--- config.mk ---
export PLATFORM = sky130hd
export DESIGN_NAME = fixed_chunk_free_list_allocator
export DESIGN_NICKNAME = d
export VERILOG_FILES = /design/src/design/fcfl_pkg.sv /design/src/design/fcfl_ctrl.sv /design/src/design/fcfl_datapath.sv /design/src/design/fixed_chunk_free_list_allocator.sv
export SDC_FILE = /design/constraint.sdc
export NUM_CORES = 1
export LEC_CHECK = 0
export BUFFER_PORTS_ARGS = -buffer_cell sky130_fd_sc_hd__buf_2
export CORE_MARGIN = 2
export CORE_UTILIZATION = 55
export CTS_CLUSTER_DIAMETER = 30
export CTS_CLUSTER_SIZE = 40
export DETAILED_ROUTE_END_ITERATION = 7
export GPL_TIMING_DRIVEN = 0
export PLACE_DENSITY_LB_ADDON = 0.15
export SLEW_MARGIN = 0
export SYNTH_ARGS = -nofsm -noshare
export SYNTH_HDL_FRONTEND = slang
export SYNTH_SLANG_ARGS = --single-unit
--- constraint.sdc ---
create_clock -name clk -period 6.05 [get_ports clk]
set_input_delay 0.605 -clock clk [delete_from_list [all_inputs] [get_ports clk]]
set_output_delay 0.605 -clock clk [all_outputs]
set_load 0.05 [all_outputs]
--- src/design/fcfl_pkg.sv ---
// Shared constants and controller/datapath interface types for the chunk allocator.
`default_nettype none

package fcfl_pkg;

  localparam int NUM_CHUNKS_DEF = 64;
  localparam int CHUNK_BYTES_DEF = 16;

  localparam int OFFSET_W = 10;
  localparam int USED_W = 7;
  localparam int STATUS_W = 2;
  localparam int S_TDATA_W = 16;
  localparam int S_TUSER_W = 1;
  localparam int M_TDATA_W = 24;
  localparam int M_TUSER_W = STATUS_W;

  localparam logic REQ_ALLOC = 1'b0;
  localparam logic REQ_FREE = 1'b1;

  localparam logic [STATUS_W-1:0] STATUS_OK = 2'd0;
  localparam logic [STATUS_W-1:0] STATUS_EXHAUSTED = 2'd1;
  localparam logic [STATUS_W-1:0] STATUS_FREE_NONE = 2'd2;

  typedef struct packed {
    logic init_wr;
    logic load;
    logic div_q;
    logic div_qq;
    logic div_idx;
    logic pop;
    logic push;
    logic reject;
  } dp_cmd_t;

  typedef struct packed {
    logic init_last;
    logic used_zero;
    logic used_full;
    logic out_free;
  } dp_stat_t;

endpackage

`default_nettype wire

--- src/design/fcfl_ctrl.sv ---
// Controller state machine that sequences link-memory init, allocate and free requests.
`default_nettype none

module fcfl_ctrl (
  input  wire logic              clk,
  input  wire logic              rst,
  input  wire logic              s_tvalid,
  output logic                   s_tready,
  input  wire logic              req_type,
  input  wire fcfl_pkg::dp_stat_t stat,
  output fcfl_pkg::dp_cmd_t      cmd
);

  localparam logic [2:0] ST_INIT   = 3'd0;
  localparam logic [2:0] ST_IDLE   = 3'd1;
  localparam logic [2:0] ST_ALLOC  = 3'd2;
  localparam logic [2:0] ST_DIV    = 3'd3;
  localparam logic [2:0] ST_QUO    = 3'd4;
  localparam logic [2:0] ST_IDX    = 3'd5;
  localparam logic [2:0] ST_PUSH   = 3'd6;
  localparam logic [2:0] ST_REJECT = 3'd7;

  logic [2:0] state;
  logic [2:0] state_next;

  always_ff @(posedge clk) begin
    if (rst) begin
      state <= ST_INIT;
    end else begin
      state <= state_next;
    end
  end

  always_comb begin
    state_next = state;
    cmd = '0;
    s_tready = 1'b0;
    case (state)
      ST_INIT: begin
        cmd.init_wr = 1'b1;
        if (stat.init_last) begin
          state_next = ST_IDLE;
        end
      end
      ST_IDLE: begin
        s_tready = 1'b1;
        if (s_tvalid) begin
          cmd.load = 1'b1;
          if (req_type == fcfl_pkg::REQ_ALLOC) begin
            state_next = stat.used_full ? ST_REJECT : ST_ALLOC;
          end else begin
            state_next = stat.used_zero ? ST_REJECT : ST_DIV;
          end
        end
      end
      ST_ALLOC: begin
        if (stat.out_free) begin
          cmd.pop = 1'b1;
          state_next = ST_IDLE;
        end
      end
      ST_DIV: begin
        cmd.div_q = 1'b1;
        state_next = ST_QUO;
      end
      ST_QUO: begin
        cmd.div_qq = 1'b1;
        state_next = ST_IDX;
      end
      ST_IDX: begin
        cmd.div_idx = 1'b1;
        state_next = ST_PUSH;
      end
      ST_PUSH: begin
        if (stat.out_free) begin
          cmd.push = 1'b1;
          state_next = ST_IDLE;
        end
      end
      ST_REJECT: begin
        if (stat.out_free) begin
          cmd.reject = 1'b1;
          state_next = ST_IDLE;
        end
      end
      default: begin
        state_next = ST_INIT;
      end
    endcase
  end

endmodule

`default_nettype wire

--- src/design/fcfl_datapath.sv ---
// Datapath with the next-link memory, list head, used count, index divider and result register.
`default_nettype none

module fcfl_datapath #(
  parameter int NUM_CHUNKS = fcfl_pkg::NUM_CHUNKS_DEF,
  parameter int CHUNK_BYTES = fcfl_pkg::CHUNK_BYTES_DEF
) (
  input  wire logic                             clk,
  input  wire logic                             rst,
  input  wire fcfl_pkg::dp_cmd_t                cmd,
  output fcfl_pkg::dp_stat_t                    stat,
  input  wire logic                             req_in,
  input  wire logic [fcfl_pkg::OFFSET_W-1:0]    offs_in,
  output logic                                  m_tvalid,
  input  wire logic                             m_tready,
  output logic [fcfl_pkg::M_TDATA_W-1:0]        m_tdata,
  output logic [fcfl_pkg::M_TUSER_W-1:0]        m_tuser
);

  localparam int OW = fcfl_pkg::OFFSET_W;
  localparam int IW = (NUM_CHUNKS > 1) ? $clog2(NUM_CHUNKS) : 1;
  localparam int UW = $clog2(NUM_CHUNKS + 1);
  localparam int NW = UW;
  localparam int CBW = $clog2(CHUNK_BYTES + 1);
  localparam int L1 = $clog2(CHUNK_BYTES);
  localparam int S1 = OW + L1;
  localparam int M1 = (2 ** S1) / CHUNK_BYTES + 1;
  localparam int M1W = OW + 1;
  localparam int QW = (OW + 1 > L1) ? (OW + 1 - L1) : 1;
  localparam int L2 = $clog2(NUM_CHUNKS);
  localparam int S2 = QW + L2;
  localparam int M2 = (2 ** S2) / NUM_CHUNKS + 1;
  localparam int M2W = QW + 1;
  localparam int PADW = fcfl_pkg::M_TDATA_W - OW - fcfl_pkg::USED_W;

  logic [IW-1:0] link_mem [NUM_CHUNKS];
  logic [IW-1:0] rd_data;
  logic [IW-1:0] head;
  logic [UW-1:0] used;
  logic [IW-1:0] init_cnt;
  logic [IW-1:0] init_cnt_next;
  logic          req_reg;
  logic [OW-1:0] offs_reg;
  logic [QW-1:0] q_reg;
  logic [QW-1:0] qq_reg;
  logic [IW-1:0] idx_reg;

  logic [OW+M1W-1:0] prod1;
  logic [QW+M2W-1:0] prod2;
  logic [QW+NW-1:0]  prod3;
  logic [QW+NW-1:0]  diff;
  logic [IW+CBW-1:0] grant_full;

  logic [fcfl_pkg::STATUS_W-1:0] out_status;
  logic [OW-1:0]                 out_offset;
  logic [fcfl_pkg::USED_W-1:0]   out_used;

  assign init_cnt_next = (init_cnt == IW'(NUM_CHUNKS - 1)) ? '0 : init_cnt + 1'b1;

  assign prod1 = (OW + M1W)'(offs_reg) * (OW + M1W)'(M1);
  assign prod2 = (QW + M2W)'(q_reg) * (QW + M2W)'(M2);
  assign prod3 = (QW + NW)'(qq_reg) * (QW + NW)'(NUM_CHUNKS);
  assign diff = (QW + NW)'(q_reg) - prod3;
  assign grant_full = (IW + CBW)'(head) * (IW + CBW)'(CHUNK_BYTES);

  assign stat.init_last = (init_cnt == IW'(NUM_CHUNKS - 1));
  assign stat.used_zero = (used == '0);
  assign stat.used_full = (used == UW'(NUM_CHUNKS));
  assign stat.out_free = !m_tvalid || m_tready;

  always_ff @(posedge clk) begin
    if (cmd.init_wr) begin
      link_mem[init_cnt] <= init_cnt_next;
    end else if (cmd.push) begin
      link_mem[idx_reg] <= head;
    end
  end

  always_ff @(posedge clk) begin
    if (cmd.load) begin
      rd_data <= link_mem[head];
    end
  end

  always_ff @(posedge clk) begin
    if (cmd.load) begin
      req_reg <= req_in;
      offs_reg <= offs_in;
    end
    if (cmd.div_q) begin
      q_reg <= QW'(prod1 >> S1);
    end
    if (cmd.div_qq) begin
      qq_reg <= QW'(prod2 >> S2);
    end
    if (cmd.div_idx) begin
      idx_reg <= diff[IW-1:0];
    end
  end

  always_ff @(posedge clk) begin
    if (rst) begin
      init_cnt <= '0;
      head <= '0;
      used <= '0;
      m_tvalid <= 1'b0;
    end else begin
      if (cmd.init_wr) begin
        init_cnt <= init_cnt_next;
      end
      if (cmd.pop) begin
        head <= rd_data;
        used <= used + 1'b1;
      end else if (cmd.push) begin
        head <= idx_reg;
        used <= used - 1'b1;
      end
      if (cmd.pop || cmd.push || cmd.reject) begin
        m_tvalid <= 1'b1;
      end else if (m_tready) begin
        m_tvalid <= 1'b0;
      end
    end
  end

  always_ff @(posedge clk) begin
    if (cmd.pop) begin
      out_status <= fcfl_pkg::STATUS_OK;
      out_offset <= OW'(grant_full);
      out_used <= fcfl_pkg::USED_W'(used + 1'b1);
    end else if (cmd.push) begin
      out_status <= fcfl_pkg::STATUS_OK;
      out_offset <= '0;
      out_used <= fcfl_pkg::USED_W'(used - 1'b1);
    end else if (cmd.reject) begin
      out_status <= (req_reg == fcfl_pkg::REQ_FREE) ? fcfl_pkg::STATUS_FREE_NONE
                                                     : fcfl_pkg::STATUS_EXHAUSTED;
      out_offset <= '0;
      out_used <= fcfl_pkg::USED_W'(used);
    end
  end

  assign m_tdata = {{PADW{1'b0}}, out_used, out_offset};
  assign m_tuser = out_status;

`ifndef SYNTHESIS
  a_used_bound: assert property (@(posedge clk) disable iff (rst)
    used <= UW'(NUM_CHUNKS))
    else $error("Used count exceeds the pool size.");

  a_pop_count: assert property (@(posedge clk) disable iff (rst)
    cmd.pop |=> (used == $past(used) + 1'b1) && (head == $past(rd_data)))
    else $error("Allocate did not advance the head and count.");

  a_push_head: assert property (@(posedge clk) disable iff (rst)
    cmd.push |=> (head == $past(idx_reg)) && (used == $past(used) - 1'b1))
    else $error("Free did not push the chunk as the new head.");

  a_reject_hold: assert property (@(posedge clk) disable iff (rst)
    cmd.reject |=> $stable(used) && $stable(head))
    else $error("Rejected request changed the list state.");
`endif

endmodule

`default_nettype wire

--- src/design/fixed_chunk_free_list_allocator.sv ---
// An allocate is answered after a synchronous read of the next-link memory for the head. A free
// is answered after a constant-reciprocal divide (quotient by the chunk size, then by the chunk
// count, then the remainder) maps the offset to a chunk index. A rejected request is answered
// without the divide or a head update. A new beat is accepted only once the previous answer is
// issued; an unread result stalls the answer in place. Reset clears the head and the used count,
// then a pass with s_tready low writes each entry of the link memory.
`default_nettype none

module fixed_chunk_free_list_allocator #(
  parameter int NUM_CHUNKS = fcfl_pkg::NUM_CHUNKS_DEF,
  parameter int CHUNK_BYTES = fcfl_pkg::CHUNK_BYTES_DEF
) (
  input  wire logic                          clk,
  input  wire logic                          rst,
  input  wire logic                          s_tvalid,
  output logic                               s_tready,
  // free_offset[9:0], zero pad above.
  input  wire logic [fcfl_pkg::S_TDATA_W-1:0] s_tdata,
  // req_type[0].
  input  wire logic [fcfl_pkg::S_TUSER_W-1:0] s_tuser,
  output logic                               m_tvalid,
  input  wire logic                          m_tready,
  // alloc_offset[9:0], used_chunks[16:10], zero pad above.
  output logic [fcfl_pkg::M_TDATA_W-1:0]      m_tdata,
  // status[1:0].
  output logic [fcfl_pkg::M_TUSER_W-1:0]      m_tuser
);

  fcfl_pkg::dp_cmd_t  cmd;
  fcfl_pkg::dp_stat_t stat;

  fcfl_ctrl u_ctrl (
    .clk      (clk),
    .rst      (rst),
    .s_tvalid (s_tvalid),
    .s_tready (s_tready),
    .req_type (s_tuser[0]),
    .stat     (stat),
    .cmd      (cmd)
  );

  fcfl_datapath #(
    .NUM_CHUNKS  (NUM_CHUNKS),
    .CHUNK_BYTES (CHUNK_BYTES)
  ) u_datapath (
    .clk      (clk),
    .rst      (rst),
    .cmd      (cmd),
    .stat     (stat),
    .req_in   (s_tuser[0]),
    .offs_in  (s_tdata[fcfl_pkg::OFFSET_W-1:0]),
    .m_tvalid (m_tvalid),
    .m_tready (m_tready),
    .m_tdata  (m_tdata),
    .m_tuser  (m_tuser)
  );

endmodule

`default_nettype wire
==> results by stage <==
Run status:
- The run finished with clean final reports.

Die:
- The horizontal die dimension is 184 um.
- In this run the vertical extent of the chip is 184 um.
- The total area inside the core boundary comes to 32300 sq um.
- The total I/O pin count is 49.
- The die area is 34000 sq um.
- The number of standard-cell rows in the floorplan is 66.
- The effective utilization at floorplan is 55.5%.

Power:
- The areal power density over the cells is 499 nW/um^2.
- The leakage power total is 7.10 nW.
- The worst supply voltage drop on vdd is 0.000238 V.

Route:
- The post-detailed-route DRC marker count is 0.
- The count of nets left with antenna violations once routing finished came out at 0.
- The total length of routed wires is 42.9 mm.
- Before antenna repair, the detailed router went through 7 iterations.
- The mean routed wirelength per cell is 26.3 um.
- The via count normalized by instance count is 6.13.
- The number of DRC markers after the initial detailed-route iteration is 1075.
- The number of vias after detailed routing is 10015.

Setup path:
- STA classifies the critical path endpoint as a flip-flop.
- The data arrival time of the critical path is 3.32 ns.
- The class of the most critical setup path is flip-flop to flip-flop.
- For the worst setup path, the data required time is 6.24 ns.
- The setup check on the worst reg-to-reg path leaves a slack of 2.92 ns.
- The maximum fanout along the worst path is 10.
- The worst setup path is launched from a flip-flop.

GRT:
- Global routing consumed, on the met2 layer, 39.9% of the routing resources.
- The layer flagged by global routing as most heavily used is met2.
- The initial antenna violation count is 0.
- After global routing the overflow that remains totals 0.
- Entering global routing, the biggest net connects 45 pins.
- For met1 alone, demand over resource in global routing was 37.6%.
- The via count of the first global-routing pass is 9985.
- The global-route wire length before repair is 63.6 mm.
- The met3 global-route usage is 5.18%.
- Global routing consumed, over all layers together, 26.1% of the routing resources.

Clock tree:
- Counting the buffers created by CTS gives 82.
- Clock tree synthesis selected as its root buffer the cell sky130_fd_sc_hd__clkbuf_16.
- The number of H-tree branching levels is 3.
- The buffers inserted during post-CTS setup optimization is 0.
- TritonCTS built the clock tree.
- The clock latency at the later pin of the worst-skew pair is 0.58 ns.
- The number of buffers on the longest clock path is 3.
- Post-CTS repair changed the size of 0 cells.
- The clock transition at the register clock pins on the worst setup and hold paths after CTS is 0.05 ns.
- The sink count of the clock tree is 447.
- The number of hold buffers added after CTS was 0.

Logic synthesis:
- For this run, the leading register cell type out of synthesis is sky130_fd_sc_hd__edfxtp_1.
- The number of flops mapped to enable cells by yosys is 422.
- The fraction of the yosys area taken by sequential cells is 73.5%.
- Synthesis produced 994 cells.
- The post-synth design cell area is 17900 sq um.
- After synthesis the netlist holds a flip-flop and latch count of 447.
- The count of unique library cells instantiated by Yosys is 58.
- For this run, asynchronously set or reset flops after synthesis account for 0%.
- During synthesis, Yosys emitted a total of 0 warnings.
- Dividing the synthesized area by the synthesized cell count gives 18.0 sq um.

Placed design:
- Port buffering added 27 buffers.
- The final estimated routing congestion in global placement is 0.869.
- After legalization and detailed placement, the total HPWL measured 27.9 mm.
- The cell area reported after detailed placement is 18900 sq um.

Run:
- The max-cap check violation count is 0.

Timing:
- The final-report hold violation count is 0.
- The worst-margin pin slew is 1.32 ns.
- Measured against its own limit, the worst slew margin works out to 11.4%.
- Setup violations remaining at the end of the flow were counted as 0.
- The clock tree skew after final layout is 0.0221 ns.
- The highest attainable clock frequency is 319 MHz.
- Setup repair after global routing left no endpoint under its margin.
- The number of pins exceeding their max-slew limit in the final report was 0.
- In the finished design, the share of the clock period the worst path needs comes to 51.7%.
- The minimum clock period is 3.13 ns.

Final layout:
- The post-route netlist has 26.4% of its cells at a drive strength greater than 1.
- The register with the most flip-flops in the final layout is u_datapath.link_mem.
- The number of flip-flops under the largest register name is 384.
- Once layout is complete, the utilization of the core stands at 67.2%.
- The design area is 21700 sq um.
- The largest registers in the layout are u_datapath.link_mem: 384 flops, u_datapath.out_used: 7 flops, u_datapath.used: 7 flops.
- The area growth from synthesis to layout is 21.1%.
- The number of nets in the finished design is 1147.
- The repair_antennas step left the layout with diodes totalling 0.

Min path:
- The min-delay analysis places its worst path in the category input port to flip-flop.
-- area by class of cell --
| cell class | instances | area, sq um |
|---|---|---|
| well taps | 442 | 553 |
| clock inverters | 57 | 639 |
| inverters | 6 | 22.5 |
| flip-flops and latches | 447 | 13200 |
| fillers | 2100 | 10600 |
| repair buffers | 35 | 309 |
| plain buffers | 62 | 367 |
| clock buffers | 95 | 2170 |
| multi-input cells | 489 | 4470 |
-- path summary, 6_finish.rpt --
check | start | to | cells past startpoint
hold / removal | s_tdata[4] | u_datapath.offs_reg[4]$_DFFE_PP_ | 1
hold reg to reg | u_datapath.offs_reg[9]$_DFFE_PP_ | u_datapath.q_reg[5]$_DFFE_PP_ | 0
setup reg to reg | u_ctrl.state[2]$_SDFFE_PP0P_ | u_datapath.link_mem[13][5]$_DFFE_PP_ | 6
setup / recovery | u_ctrl.state[2]$_SDFFE_PP0P_ | u_datapath.link_mem[13][5]$_DFFE_PP_ | 6
-- cell usage after synthesis (5+ instances only) --
cell type / count / area (sq um)
sky130_fd_sc_hd__a211oi_1: 7 / 52.6
sky130_fd_sc_hd__dfxtp_1: 25 / 500
sky130_fd_sc_hd__mux4_2: 92 / 2070
sky130_fd_sc_hd__xnor2_1: 6 / 52.6
sky130_fd_sc_hd__nand2b_1: 11 / 68.8
sky130_fd_sc_hd__nand2_1: 47 / 176
sky130_fd_sc_hd__nor3_1: 13 / 65.1
sky130_fd_sc_hd__inv_1: 6 / 22.5
sky130_fd_sc_hd__and3_1: 7 / 43.8
sky130_fd_sc_hd__o22ai_1: 11 / 68.8
sky130_fd_sc_hd__buf_4: 14 / 105
sky130_fd_sc_hd__nand3_1: 6 / 30.0
sky130_fd_sc_hd__nor2_1: 105 / 394
sky130_fd_sc_hd__buf_2: 16 / 80.1
sky130_fd_sc_hd__edfxtp_1: 422 / 12700
sky130_fd_sc_hd__xor2_1: 6 / 52.6
sky130_fd_sc_hd__and2_1: 8 / 50.1
sky130_fd_sc_hd__nor4_1: 5 / 31.3
sky130_fd_sc_hd__nor2b_1: 15 / 93.8
sky130_fd_sc_hd__buf_6: 6 / 67.6
sky130_fd_sc_hd__a21oi_1: 22 / 110
sky130_fd_sc_hd__nand3b_1: 5 / 37.5
sky130_fd_sc_hd__a22oi_1: 23 / 173
sky130_fd_sc_hd__mux2i_1: 21 / 210
sky130_fd_sc_hd__o21ai_0: 9 / 45.0
sky130_fd_sc_hd__clkbuf_1: 21 / 78.8
-- where the power goes --
group	internal (mW)	switching, mW
Clock	3.06	1.54
Combinational	0.840	1.56
Sequential	3.77	0.0550
-- per-layer routing --
metal | share of wire (%) | wire, um
met4 | 2.6 | 1140
met2 | 47 | 20200
met5 | 0 | 0
met3 | 8.5 | 3660
met1 | 42 | 17900
-- cell usage in the layout, fill, tap and decap left out, types with 8 or more instances in the layout --
master,instances
sky130_fd_sc_hd__mux2i_1,21
sky130_fd_sc_hd__clkbuf_16,85
sky130_fd_sc_hd__mux4_2,92
sky130_fd_sc_hd__bufinv_16,11
sky130_fd_sc_hd__nor2_1,105
sky130_fd_sc_hd__and2_1,8
sky130_fd_sc_hd__a22oi_1,23
sky130_fd_sc_hd__nor2b_1,15
sky130_fd_sc_hd__buf_4,14
sky130_fd_sc_hd__clkinv_4,8
sky130_fd_sc_hd__clkinvlp_4,9
sky130_fd_sc_hd__clkbuf_1,30
sky130_fd_sc_hd__buf_2,43
sky130_fd_sc_hd__edfxtp_1,422
sky130_fd_sc_hd__o22ai_1,11
sky130_fd_sc_hd__conb_1,11
sky130_fd_sc_hd__dfxtp_1,25
sky130_fd_sc_hd__inv_6,8
sky130_fd_sc_hd__clkinv_1,8
sky130_fd_sc_hd__nor3_1,12
sky130_fd_sc_hd__nand2b_1,11
sky130_fd_sc_hd__nand2_1,46
sky130_fd_sc_hd__clkinv_2,12
sky130_fd_sc_hd__a21oi_1,22
-- through the flow --
stage                     power [mW]  worst slack, ns  TNS, ns  cells  hold slack, ns
final                           10.8             2.92        0   1633           0.203
after global placement          6.21            -1.97  -477.98   1473           0.402
after global routing            11.1             2.83        0   1633           0.199
after CTS                       10.8             3.03        0   1633           0.189
after floorplan                 5.42             1.28        0   1004           0.400
after detailed placement        6.26             2.75        0   1481           0.406
-- critical path: stages, from the launching register on --
cell and delay, ns:
sky130_fd_sc_hd__dfxtp_1 0.41, sky130_fd_sc_hd__nor2b_2 0.23, sky130_fd_sc_hd__nand3_1 0.18, sky130_fd_sc_hd__buf_2 0.25, sky130_fd_sc_hd__and3_1 0.22, sky130_fd_sc_hd__o21ai_1 1.00, sky130_fd_sc_hd__nor2_1 0.45
-- logic make-up after synthesis --
kind of cell	Yosys count	synth area share, %
and+or+nand+nor	240	6.28
other	1	0.0209
buffers and inverters	68	2.17
DFF	447	73.5
muxes	118	13.2
AOI/OAI and AO/OA	105	3.99
xor gates and xnor gates	12	0.587
adders and majority gates	3	0.210
Note: power is estimated with default switching activity, not from simulation.
